===== config.mk =====
export PLATFORM = sky130hd
export DESIGN_NAME = fte_ctrl
export DESIGN_NICKNAME = d
export VERILOG_FILES = /design/src/rtl/fte_pkg.sv /design/src/rtl/fte_ctrl.sv
export SDC_FILE = /design/constraint.sdc
export NUM_CORES = 1
export LEC_CHECK = 0
export ABC_AREA = 1
export BUFFER_PORTS_ARGS = -buffer_cell sky130_fd_sc_hd__buf_2
export CAP_MARGIN = 40
export CORE_AREA = 8 8 45 47
export DETAILED_ROUTE_END_ITERATION = 12
export DIE_AREA = 0 0 53 55
export PLACE_DENSITY = 0.7
export SKIP_LAST_GASP = 1
export SLEW_MARGIN = 15
export SYNTH_ARGS = -nofsm -noshare
export SYNTH_HDL_FRONTEND = slang
export SYNTH_SLANG_ARGS = --single-unit

===== constraint.sdc =====
create_clock -name clk_i -period 1.7 [get_ports clk_i]
set_input_delay 0.34 -clock clk_i [delete_from_list [all_inputs] [get_ports clk_i]]
set_output_delay 0.34 -clock clk_i [all_outputs]
set_load 0.02 [all_outputs]

===== src/rtl/fte_pkg.sv =====
package fte_pkg;

  localparam logic [1:0] REQ_READ  = 2'd0;
  localparam logic [1:0] REQ_WRITE = 2'd1;
  localparam logic [1:0] REQ_FREE  = 2'd2;
  localparam logic [1:0] REQ_NONE  = 2'd3;

  localparam logic [1:0] ST_OK    = 2'd0;
  localparam logic [1:0] ST_RANGE = 2'd1;
  localparam logic [1:0] ST_CHAIN = 2'd2;

  localparam logic [11:0] END_MARK = 12'hff8;
  localparam logic [12:0] CNT_CAP  = 13'd4096;

  localparam logic [2:0] ADDR_TABLE_SECTORS = 3'd0;
  localparam logic [3:0] TABLE_SECTORS_RST  = 4'd8;

  typedef enum logic [3:0] {
    S_CLEAR,
    S_IDLE,
    S_CHECK,
    S_RD0,
    S_RD1,
    S_RD2,
    S_WR0,
    S_WR1,
    S_LINK,
    S_FINISH
  } fte_state_e;

  typedef struct packed {
    logic       load;
    logic       clr_wr;
    logic       rd0;
    logic       rd1;
    logic       lat_b1;
    logic       set_value;
    logic       wr0;
    logic       wr1;
    logic       step;
    logic       set_status;
    logic [1:0] status;
    logic       out_load;
  } fte_cmd_t;

  typedef struct packed {
    logic [1:0] req;
    logic       in_range;
    logic       below_limit;
    logic       end_mark;
    logic       clr_last;
  } fte_sts_t;

endpackage


===== src/rtl/fte_ctrl.sv =====
module fte_ctrl import fte_pkg::*; (
  input  logic     clk_i,
  input  logic     rst_ni,
  input  logic     in_valid_i,
  output logic     in_stall_o,
  input  logic     out_stall_i,
  output logic     out_valid_o,
  input  fte_sts_t sts_i,
  output fte_cmd_t cmd_o
);

  fte_state_e state_q, state_d;
  logic       out_valid_q, out_valid_d;
  logic       out_free;

  assign out_free = !out_valid_q || !out_stall_i;

  always_comb begin
    state_d = state_q;
    case (state_q)
      S_CLEAR: begin
        if (sts_i.clr_last) state_d = S_IDLE;
      end
      S_IDLE: begin
        if (in_valid_i) state_d = S_CHECK;
      end
      S_CHECK: begin
        if (sts_i.req == REQ_NONE) begin
          state_d = S_FINISH;
        end else if (sts_i.req == REQ_FREE && !sts_i.below_limit) begin
          state_d = S_FINISH;
        end else if (!sts_i.in_range) begin
          state_d = S_FINISH;
        end else begin
          state_d = S_RD0;
        end
      end
      S_RD0: state_d = S_RD1;
      S_RD1: state_d = S_RD2;
      S_RD2: begin
        state_d = (sts_i.req == REQ_READ) ? S_FINISH : S_WR0;
      end
      S_WR0: state_d = S_WR1;
      S_WR1: begin
        state_d = (sts_i.req == REQ_FREE) ? S_LINK : S_FINISH;
      end
      S_LINK: begin
        state_d = sts_i.end_mark ? S_FINISH : S_CHECK;
      end
      S_FINISH: begin
        if (out_free) state_d = S_IDLE;
      end
      default: state_d = S_IDLE;
    endcase
  end

  always_comb begin
    cmd_o      = '0;
    in_stall_o = 1'b1;
    case (state_q)
      S_CLEAR: cmd_o.clr_wr = 1'b1;
      S_IDLE: begin
        in_stall_o = 1'b0;
        cmd_o.load = in_valid_i;
      end
      S_CHECK: begin
        if (sts_i.req == REQ_NONE) begin
          cmd_o.set_status = 1'b0;
        end else if (sts_i.req == REQ_FREE && !sts_i.below_limit) begin
          cmd_o.set_status = 1'b1;
          cmd_o.status     = ST_CHAIN;
        end else if (!sts_i.in_range) begin
          cmd_o.set_status = 1'b1;
          cmd_o.status     = ST_RANGE;
        end
      end
      S_RD0: cmd_o.rd0 = 1'b1;
      S_RD1: cmd_o.rd1 = 1'b1;
      S_RD2: begin
        cmd_o.lat_b1    = 1'b1;
        cmd_o.set_value = (sts_i.req == REQ_READ);
      end
      S_WR0:    cmd_o.wr0      = 1'b1;
      S_WR1:    cmd_o.wr1      = 1'b1;
      S_LINK:   cmd_o.step     = 1'b1;
      S_FINISH: cmd_o.out_load = out_free;
      default: begin
        cmd_o      = '0;
        in_stall_o = 1'b1;
      end
    endcase
  end

  always_comb begin
    out_valid_d = out_valid_q;
    if (cmd_o.out_load) begin
      out_valid_d = 1'b1;
    end else if (!out_stall_i) begin
      out_valid_d = 1'b0;
    end
  end

  always_ff @(posedge clk_i or negedge rst_ni) begin
    if (!rst_ni) begin
      state_q     <= S_CLEAR;
      out_valid_q <= 1'b0;
    end else begin
      state_q     <= state_d;
      out_valid_q <= out_valid_d;
    end
  end

  assign out_valid_o = out_valid_q;

endmodule


# [After elaboration in Yosys (flattened, before gate mapping)]
# Index checks and enable logic that the tools add are counted.
# W data, S select, Z words.
[op_classes] n_mux=27 n_eq_ne=15 reduce_logical=8
[op_table] op="$pmux W4 S10" n=1
[op_table] op="$mux W4" n=8
[op_table] op="$eq A4 B3 Y1 const B" n=4
[op_table] op="$mux W1" n=13
[op_table] op="$mux W3" n=3
[op_table] op="$eq A4 B2 Y1 const B" n=2
[op_table] op="$eq A4 B4 Y1 const B" n=2
[op_table] op="$ne A2 B2 Y1 const B" n=3
[op_table] op="$eq A2 B2 Y1 const B" n=2
[op_table] op="$eq A4 B1 Y1 const B" n=1
[op_table] op="$logic_not A4 Y1" n=1
[op_table] op="$mux W2" n=2
[op_table] op="$logic_not A1 Y1" n=3
[op_table] op="$reduce_and A3 Y1" n=1
[op_table] op="$logic_not A2 Y1" n=1
[op_table] op="$ne A2 B1 Y1 const B" n=1
[op_table] op="$logic_and A1 B1 Y1" n=1
[op_table] op="$logic_or A1 B1 Y1" n=1
[totals] inputBits=10 word_cells=52 reg_bits=5 output_inout_bits=15

# [Depth between registers and ports, before layout]
# Gate-level depths: netlist (run 1).
[depth] depth_word=5 mapped_depth=9 mapped_depth_nobuf=9

# [Least setup slack after synthesis (run 1)]
# Ideal clock, no wire load.
[synth_timing] kind="register to output" start="reg state_q[3]" end="out cmd_o[1] (netlist bit)" arrival_time_ns=1.203 required_ns=1.360 path_buffers=0 stages_incl_launch_ff=6 path_slack_ns=0.157 path_cell_list="dfrtp_1 > nor2_2 > nand3_2 > nor2_2 > inv_2 > nor3b_2"
[synth_lines] item="from (decl)" line="fte_ctrl.sv:12" text="fte_state_e state_q, state_d;"
[synth_lines] item="from (signal assigned)" line="fte_ctrl.sv:108" text="state_q <= state_d;"
[synth_lines] item="to (decl)" line="fte_ctrl.sv:9" text="output fte_cmd_t cmd_o"

==> metrics.md, run 1 <==
| Metric | Value |
|---|---|
| Internal | 600 µW |
| Critical path class | register to output pin |
| Final Non-Filler Cells | 137 |
| Worst path cell trace | nor2_2, nand3_2, nor2_4, inv_2, nor3b_2, buf_4 |
| Hold Fails Final Rpt | 0 |
| Number of buffers created by CTS | 3 |
| Final HPWL DP | 1.26 mm |
| Avg Cell Area, Syn | 5.82 µm² |
| LEAKAGE | 0.000506 µW |
| Worst-Skew Late Latency | 0.24 ns |
| Die Span X | between 50 and 60 µm |
| Vias per cell | between 4 and 5 |
| #FFs+latches synth | 5 |
| Worst Reg2Reg Path Length in Cells | 8 |
| CP top delay family | simple AND/OR/NAND/NOR gates |
| Syn_nets | 97 |
| Max stage delay on crit path | ~0.38 ns |
| WP data arrival | 1.38 ns |
| Clk root buf | clkbuf_4 |
| Initial antenna violation count | 0 |
| # rows | 14 |
| DIE AREA | 2920 µm² |
| Tmin final | 1.72 ns |
| Area Overhead vs Synth | 46.2% |
| CP startpoint | state_q[2] |
| Simple-gate share of the synthesized area | 52.8% |
| Worst Hold Launch | out_stall_i |
| Via count | 626 |
| Synthesized area | 507 µm² |
| Clock skew | 0.00195 ns |
| Initial Util | 36.6% |
| CP max stage cell | dfrtp_1 |
| Startpoint types | register |
| Multiplexer share of the synthesized area | 0% |
| Sequential fraction of design power | 18.2% |
| Crit end category | output pin |
| Buf+Inv Stages, Crit Path | 2 |
| GPL Wtd Cong | between 0.8 and 0.9 |
| Mapped Cells | 87 |
| Seq/Total Area, Yosys | 24.7% |
| IO Port Bufs | 24 |
| Die height | 55 µm |
| RSZ-0062 raised after global routing | true |
| Placed cells | approximately 130 |
| Total GRT Usage | 10.5% |
| FILL cells | 137 |
| Final Setup Violations | 1 |
| Antenna Nets Post-Route | 0 |
| Status | complete, but fails checks |
| Largest net degree at the start of global routing | 8 |
| Fin util | 53.5% |
| Largest vdd supply drop | around 0.00097 V |
| Hold Path Depth | 3 |
| Final Max Tran Viols | 0 |
| Max clock buf depth | 2 |
| Most frequent cells in the layout | 22 x nand2_1, 21 x buf_2, 17 x inv_1 |
| Metal-1 WL | 579 µm |
| Yosys warnings | 0 |
| IO Pins | 25 |
| CTS Sinks | 5 |
| Reg2Reg Setup Slack | 0.45 ns |
| DRT Pass-1 Iters | 3 |
| Worst R2R End | state_q[0] |
| Achievable Freq | between 0.5 and 0.6 GHz |
| Relative slew slack | 82.4% |
| Commonest non-fill, non-tap cell in the layout | nand2_1 |
| Worst r2r src | state_q[1] |
| Fin crit share | 101% |
| Worst path required time | 1.36 ns |
| Worst setup margin | -0.0175 ns |
| Reg clk slew, reported paths | approximately 0.040 ns |
| Worst-Margin Slew | 0.264 ns |
| Worst hold path class | input pin to register |
| Top layer in use | met3 |
| Starting DRC count in detailed routing | 16 |
| Metal2 WL | approximately 850 µm |
| Placeable Area | 1380 µm² |
| MaxCap Viol Count | 0 |
| Main combinational cell family by area after synthesis | simple AND/OR/NAND/NOR gates |
| Vias in the first global route | about 630 |
| Drt wl/cell | roughly 11 µm |
| Global-route wire length before repair | 2.42 mm |
| Net Sw Frac | 52.6% |
| Failing checks | negative setup slack |
| Total grt overflow | 0 |
| Clock network fraction of design power | 10.8% |
| Synth Area in Compound Gates | 3.95% |
| Net total in the final layout | 132 |
| Logic gate share of total power | 71.0% |
| H-Tree Depth | 1 |
| Clock tree from TritonCTS | built |
| # DRC | 0 |
| WHS Endpoint | out_valid_o |
| Crit-path max FO | 3 |
| Adder-cell share of the synthesized area | 0% |
| Met3 WL | 63 µm |
| Share of post-route cells with drive strength above 1 | between 40 and 50% |
| Sw power | ~670 µW |
| Cell Pwr Density | 1710 nW/µm² |
| Xor-xnor portion of the synthesized cell area | 0% |
| Post-synth cell types | 15 |
| Inserted Diodes | 0 |
| Final wirelength | roughly 1.5 mm |
[worst max-delay path by stage]
stage          endpoint  slack [ns]  depth (start not counted)
2_1_floorplan  cmd_o[1]        0.16                          5
3_3_place_gp   cmd_o[1]        0.22                          6
3_5_place_dp   cmd_o[1]        0.16                          6
4_1_cts        cmd_o[1]       -0.02                          6
5_1_grt        cmd_o[1]       -0.08                          6
6_report       cmd_o[1]       -0.02                          6
[stage by stage]
stage	TNS (ns)	total power, µW	hold WS, ns	worst slack (ns)	area [µm²]
6_report	-0.0175	1270	0.350	-0.0175	741
5_1_grt	-0.294	1380	0.366	-0.0835	741
4_1_cts	-0.0218	1200	0.353	-0.0218	701
3_5_place_dp	0	1030	0.156	0.163	647
3_3_place_gp	0	1010	0.154	0.216	647
2_1_floorplan	0	792	0.0444	0.157	507
[tightest hold or removal path: stages]
cell     delay, ns
buf_2         0.07
nand2_1       0.06
nand2_1       0.08
[state kept, by name (all words and copies together) (netlist names)]
name	flops
state_q	4
out_valid_o	1
[kinds of logic after synthesis]
logic type	Yosys count
buf+inv	24
simple gates	55
compound gates	3
flops	5
[routing by layer]
layer / up-vias / GRT usage [%]
met4: 0 / 2.59
li1: 326 / -
met5: - / 0
met1: 290 / 10.1
met2: 10 / 22.9
met3: 0 / 0.535
[synth_stat cells]
master,instances,share of area (%)
nand2_1,23,17
inv_1,17,13
nor2_1,13,9.6
nand3_1,10,9.9
inv_2,6,4.4
dfrtp_1,5,25
nor2_2,3,3.7
nor2_4,3,6.7
a21oi_1,1,0.99
buf_4,1,1.5
nand3_2,1,2.0
nand3b_1,1,1.5
nor3b_2,1,2.5
o211ai_1,1,1.5
o21bai_1,1,1.5
[power by group through the flow]
stage	combinational [µW]	sequential (µW)	clock, µW
finish	899	231	136
detailed placement	776	249	0
global route	998	236	143
floorplan	540	252	0
CTS	831	229	139
global placement	761	247	0
[layout make-up]
cell class	count	area [µm²]	area share [%]
Multi-Input combinational cell	58	300	40.5
Timing Repair Buffer	31	183	24.7
Sequential cell	5	125	16.9
Inverter	23	86.3	11.7
Clock buffer	4	26.3	3.55
Tap cell	16	20.0	2.70
[timing repair]
action,4_1_cts,5_1_grt
pin swaps,1,1
resized for setup,1,5
hold buffers,1,0
hold endpoints to repair,5,0
setup buffers,2,3
setup endpoints to repair,2,7
(Power assumes the default switching activity.)
==> run 2, diff against run 1 <==
--- a/config.mk
+++ b/config.mk
@@ -13,5 +13,4 @@
 export DIE_AREA = 0 0 53 55
 export PLACE_DENSITY = 0.7
-export SKIP_LAST_GASP = 1
 export SLEW_MARGIN = 15
 export SYNTH_ARGS = -nofsm -noshare
==> constraint.sdc (replaced) <==
create_clock -name clk_i -period 1.7 [get_ports clk_i]
set_input_delay 0.085 -clock clk_i [delete_from_list [all_inputs] [get_ports clk_i]]
set_output_delay 0.085 -clock clk_i [all_outputs]
set_load 0.02 [all_outputs]
==> run 2 against run 1 <==
  * The flow now finishes without violations
  * Global-route usage is 0.76 points lower
  * Combinational power is 17% lower
  * Count of clock-buffer cells in the layout stayed put
  * Clock skew is 0.00064 ns lower
  * Fmax is 11% higher
  * Register-to-register slack better by 0.04 ns
  * Cell area is 8.1% lower
  * Worst hold slack worse by 0.27 ns
  * Largest cell class unchanged
==> metrics.md, run 2 (synthesis results as in run 1) <==
| Metric | Value |
|---|---|
| Worst-Margin Slew | 0.238 ns (-0.0253 ns) |
| Fin crit share | 91.3% (-9.7 points) |
| IO Pins | 25 (unchanged) |
| # rows | 14 (unchanged) |
| Number of buffers created by CTS | 3 (unchanged) |
| Hold Fails Final Rpt | 0 (unchanged) |
| Critical path class | register to output pin |
| Area Overhead vs Synth | 34.3% |
| Critical Path Sink | cmd_o[1] |
| # DRC | 0 (unchanged) |
| CP max stage cell | dfrtp_1 |
| Final setup TNS | 0 ns (+0.0175 ns) |
| FILL cells | 146 (+6.6%) |
| CP startpoint | state_q[3] |
| Largest net degree at the start of global routing | 8 (unchanged) |
| Total GRT Usage | 9.71% (-0.76 points) |
| MaxCap Viol Count | 0 (unchanged) |
| Reg clk slew, reported paths | 0.04 ns (about the same) |
| Commonest non-fill, non-tap cell in the layout | buf_2 |
| Worst hold path class | input pin to register |
| Largest register FFs | 4 (unchanged) |
| Setup bufs post-CTS | 0 (-2) |
| Cell Pwr Density | 1660 nW/µm² (-2.9%) |
| Reg2Reg Setup Slack | 0.49 ns (+0.04 ns) |
| CP Depth | 6 (unchanged) |
| Worst path cell trace | nor2_4, nand3_2, nor2_2, inv_2, nor3b_2, buf_2 |
| Largest vdd supply drop | 0.00118 V (+22%) |
| Die height | 55 µm (unchanged) |
| Final HPWL DP | 1.12 mm (-12%) |
| DRT Pass-1 Iters | 4 (+1) |
| Setup slack at placement | 0.344 ns (+0.181 ns) |
| WP data arrival | 1.47 ns (+0.09 ns) |
| Clock skew | 0.00131 ns (-0.000641 ns) |
| Worst path required time | 1.62 ns (+0.26 ns) |
| IO Port Bufs | 24 (unchanged) |
| Inserted Diodes | 0 (unchanged) |
| Die Span X | 53 µm (unchanged) |
| Share of post-route cells with drive strength above 1 | 35.7% (-4.8 points) |
| Final Setup Violations | 0 (-1) |
| Startpoint types | register |
| Worst r2r src | state_q[1] |
| Vias per cell | 4.54 (-0.60%) |
| Worst setup margin | 0.148 ns (+0.165 ns) |
| CTS Sinks | 5 (unchanged) |
| Initial Util | 36.6% (unchanged) |
| Max stage delay on crit path | 0.44 ns (+0.06 ns) |
| Crit end category | output pin |
| Global-route wire length before repair | 2.28 mm (-5.9%) |
| Antenna Nets Post-Route | 0 (unchanged) |
| Max clock buf depth | 2 (unchanged) |
| Total grt overflow | 0 (unchanged) |
| DIE AREA | 2920 µm² (unchanged) |
| GPL Wtd Cong | 0.842 (-0.75%) |
| Clk root buf | clkbuf_4 |
| Clock tree from TritonCTS | built |
| Via count | 595 (-5.0%) |
| Crit-path max FO | 5 (+2) |
| Initial antenna violation count | 0 (unchanged) |
| Status | completed |
| Worst R2R End | state_q[0] |
| Buf+Inv Stages, Crit Path | 2 (unchanged) |
| Net total in the final layout | 126 (-4.5%) |
| Worst-Skew Late Latency | 0.23 ns (about the same) |
| H-Tree Depth | 1 (unchanged) |
| Tmin final | 1.55 ns (-0.165 ns) |
| Drt wl/cell | 9.88 µm (-9.4%) |
| Vias in the first global route | 604 (-3.5%) |
| CP top delay family | simple AND/OR/NAND/NOR gates |
| LEAKAGE | 0.000477 µW (-5.8%) |
| Relative slew slack | 84.1% (+1.7 points) |
| Placeable Area | 1380 µm² (unchanged) |
| Final Max Tran Viols | 0 (unchanged) |
| Most frequent cells in the layout | 24 x buf_2, 23 x nand2_1, 17 x inv_1 |
| Final wirelength | 1.29 mm (-13%) |
| Worst Reg2Reg Path Length in Cells | 8 (unchanged) |
| Top reg by flops | state_q |
| Starting DRC count in detailed routing | 8 (-8) |
| RSZ-0062 raised after global routing | false |
| Achievable Freq | 0.644 GHz (+11%) |
-- run 2: repair_timing --
action	in CTS	in global routing
resized for setup	0	1
endpoints found under the setup margin	0	1
hold buffers	1	0
hold endpoints to repair	5	0
-- run 2: worst reg2reg max path: stages, from the launching register on --
cell and delay, ns:
dfrtp_1 0.45, nor2_2 0.24, nand2_1 0.10, nand2_1 0.07, nand2_1 0.05, inv_1 0.04
nand2_1 0.06, nand2_1 0.06, nand2_1 0.04
-- run 2: layout make-up --
class / instances / area, µm² / area share [%]
clock buffer: 4 / 26.3 / 3.86
inverter: 23 / 86.3 / 12.7
sequential: 5 / 125 / 18.4
tap: 16 / 20.0 / 2.94
multi-input combinational: 58 / 293 / 43.0
timing repair buffer: 25 / 130 / 19.1
-- run 2: power breakdown --
part | switching (µW) | leakage, µW | internal [µW] | total, µW
combinational | 497 | 0.000397 | 244 | 742
clock | 45.7 | 0.0000150 | 88.5 | 134
sequential | 78.8 | 0.0000647 | 174 | 253
-- run 2: layer usage --
layer  routed length, µm  part of all wire, %  vias to the layer above  track usage, %
met4                   0                    0                        0            3.88
li1                    -                    -                      314               -
met3                  63                  4.9                        0            1.34
met5                   0                    0                        -               0
met1                 586                   45                      269            10.8
met2                 644                   50                       12            18.2
-- run 2: worst min-delay path by stage --
| stage | start | to | slack (ns) | cells after the start |
|---|---|---|---|---|
| floorplan | rst_ni | out_valid_o | -0.21 | 0 |
| global placement | rst_ni | out_valid_o | -0.1 | 1 |
| finish | out_stall_i | out_valid_o | 0.08 | 3 |
| CTS | out_stall_i | out_valid_o | 0.07 | 3 |
| global route | out_stall_i | out_valid_o | 0.1 | 3 |
| detailed placement | rst_ni | out_valid_o | -0.1 | 1 |
-- run 2: through the flow --
step / hold slack, ns / std cells / cell area [µm²] / utilization, % / power (µW)
after floorplan: -0.211 / 87 / 507 / - / 792
after global placement: -0.0978 / 126 / 639 / 46.2 / 978
after detailed placement: -0.0960 / 126 / 639 / 46.2 / 983
after CTS: 0.0745 / 131 / 676 / 48.8 / 1130
after global routing: 0.0968 / 131 / 681 / 49.2 / 1250
final: 0.0773 / 131 / 681 / 49.2 / 1130
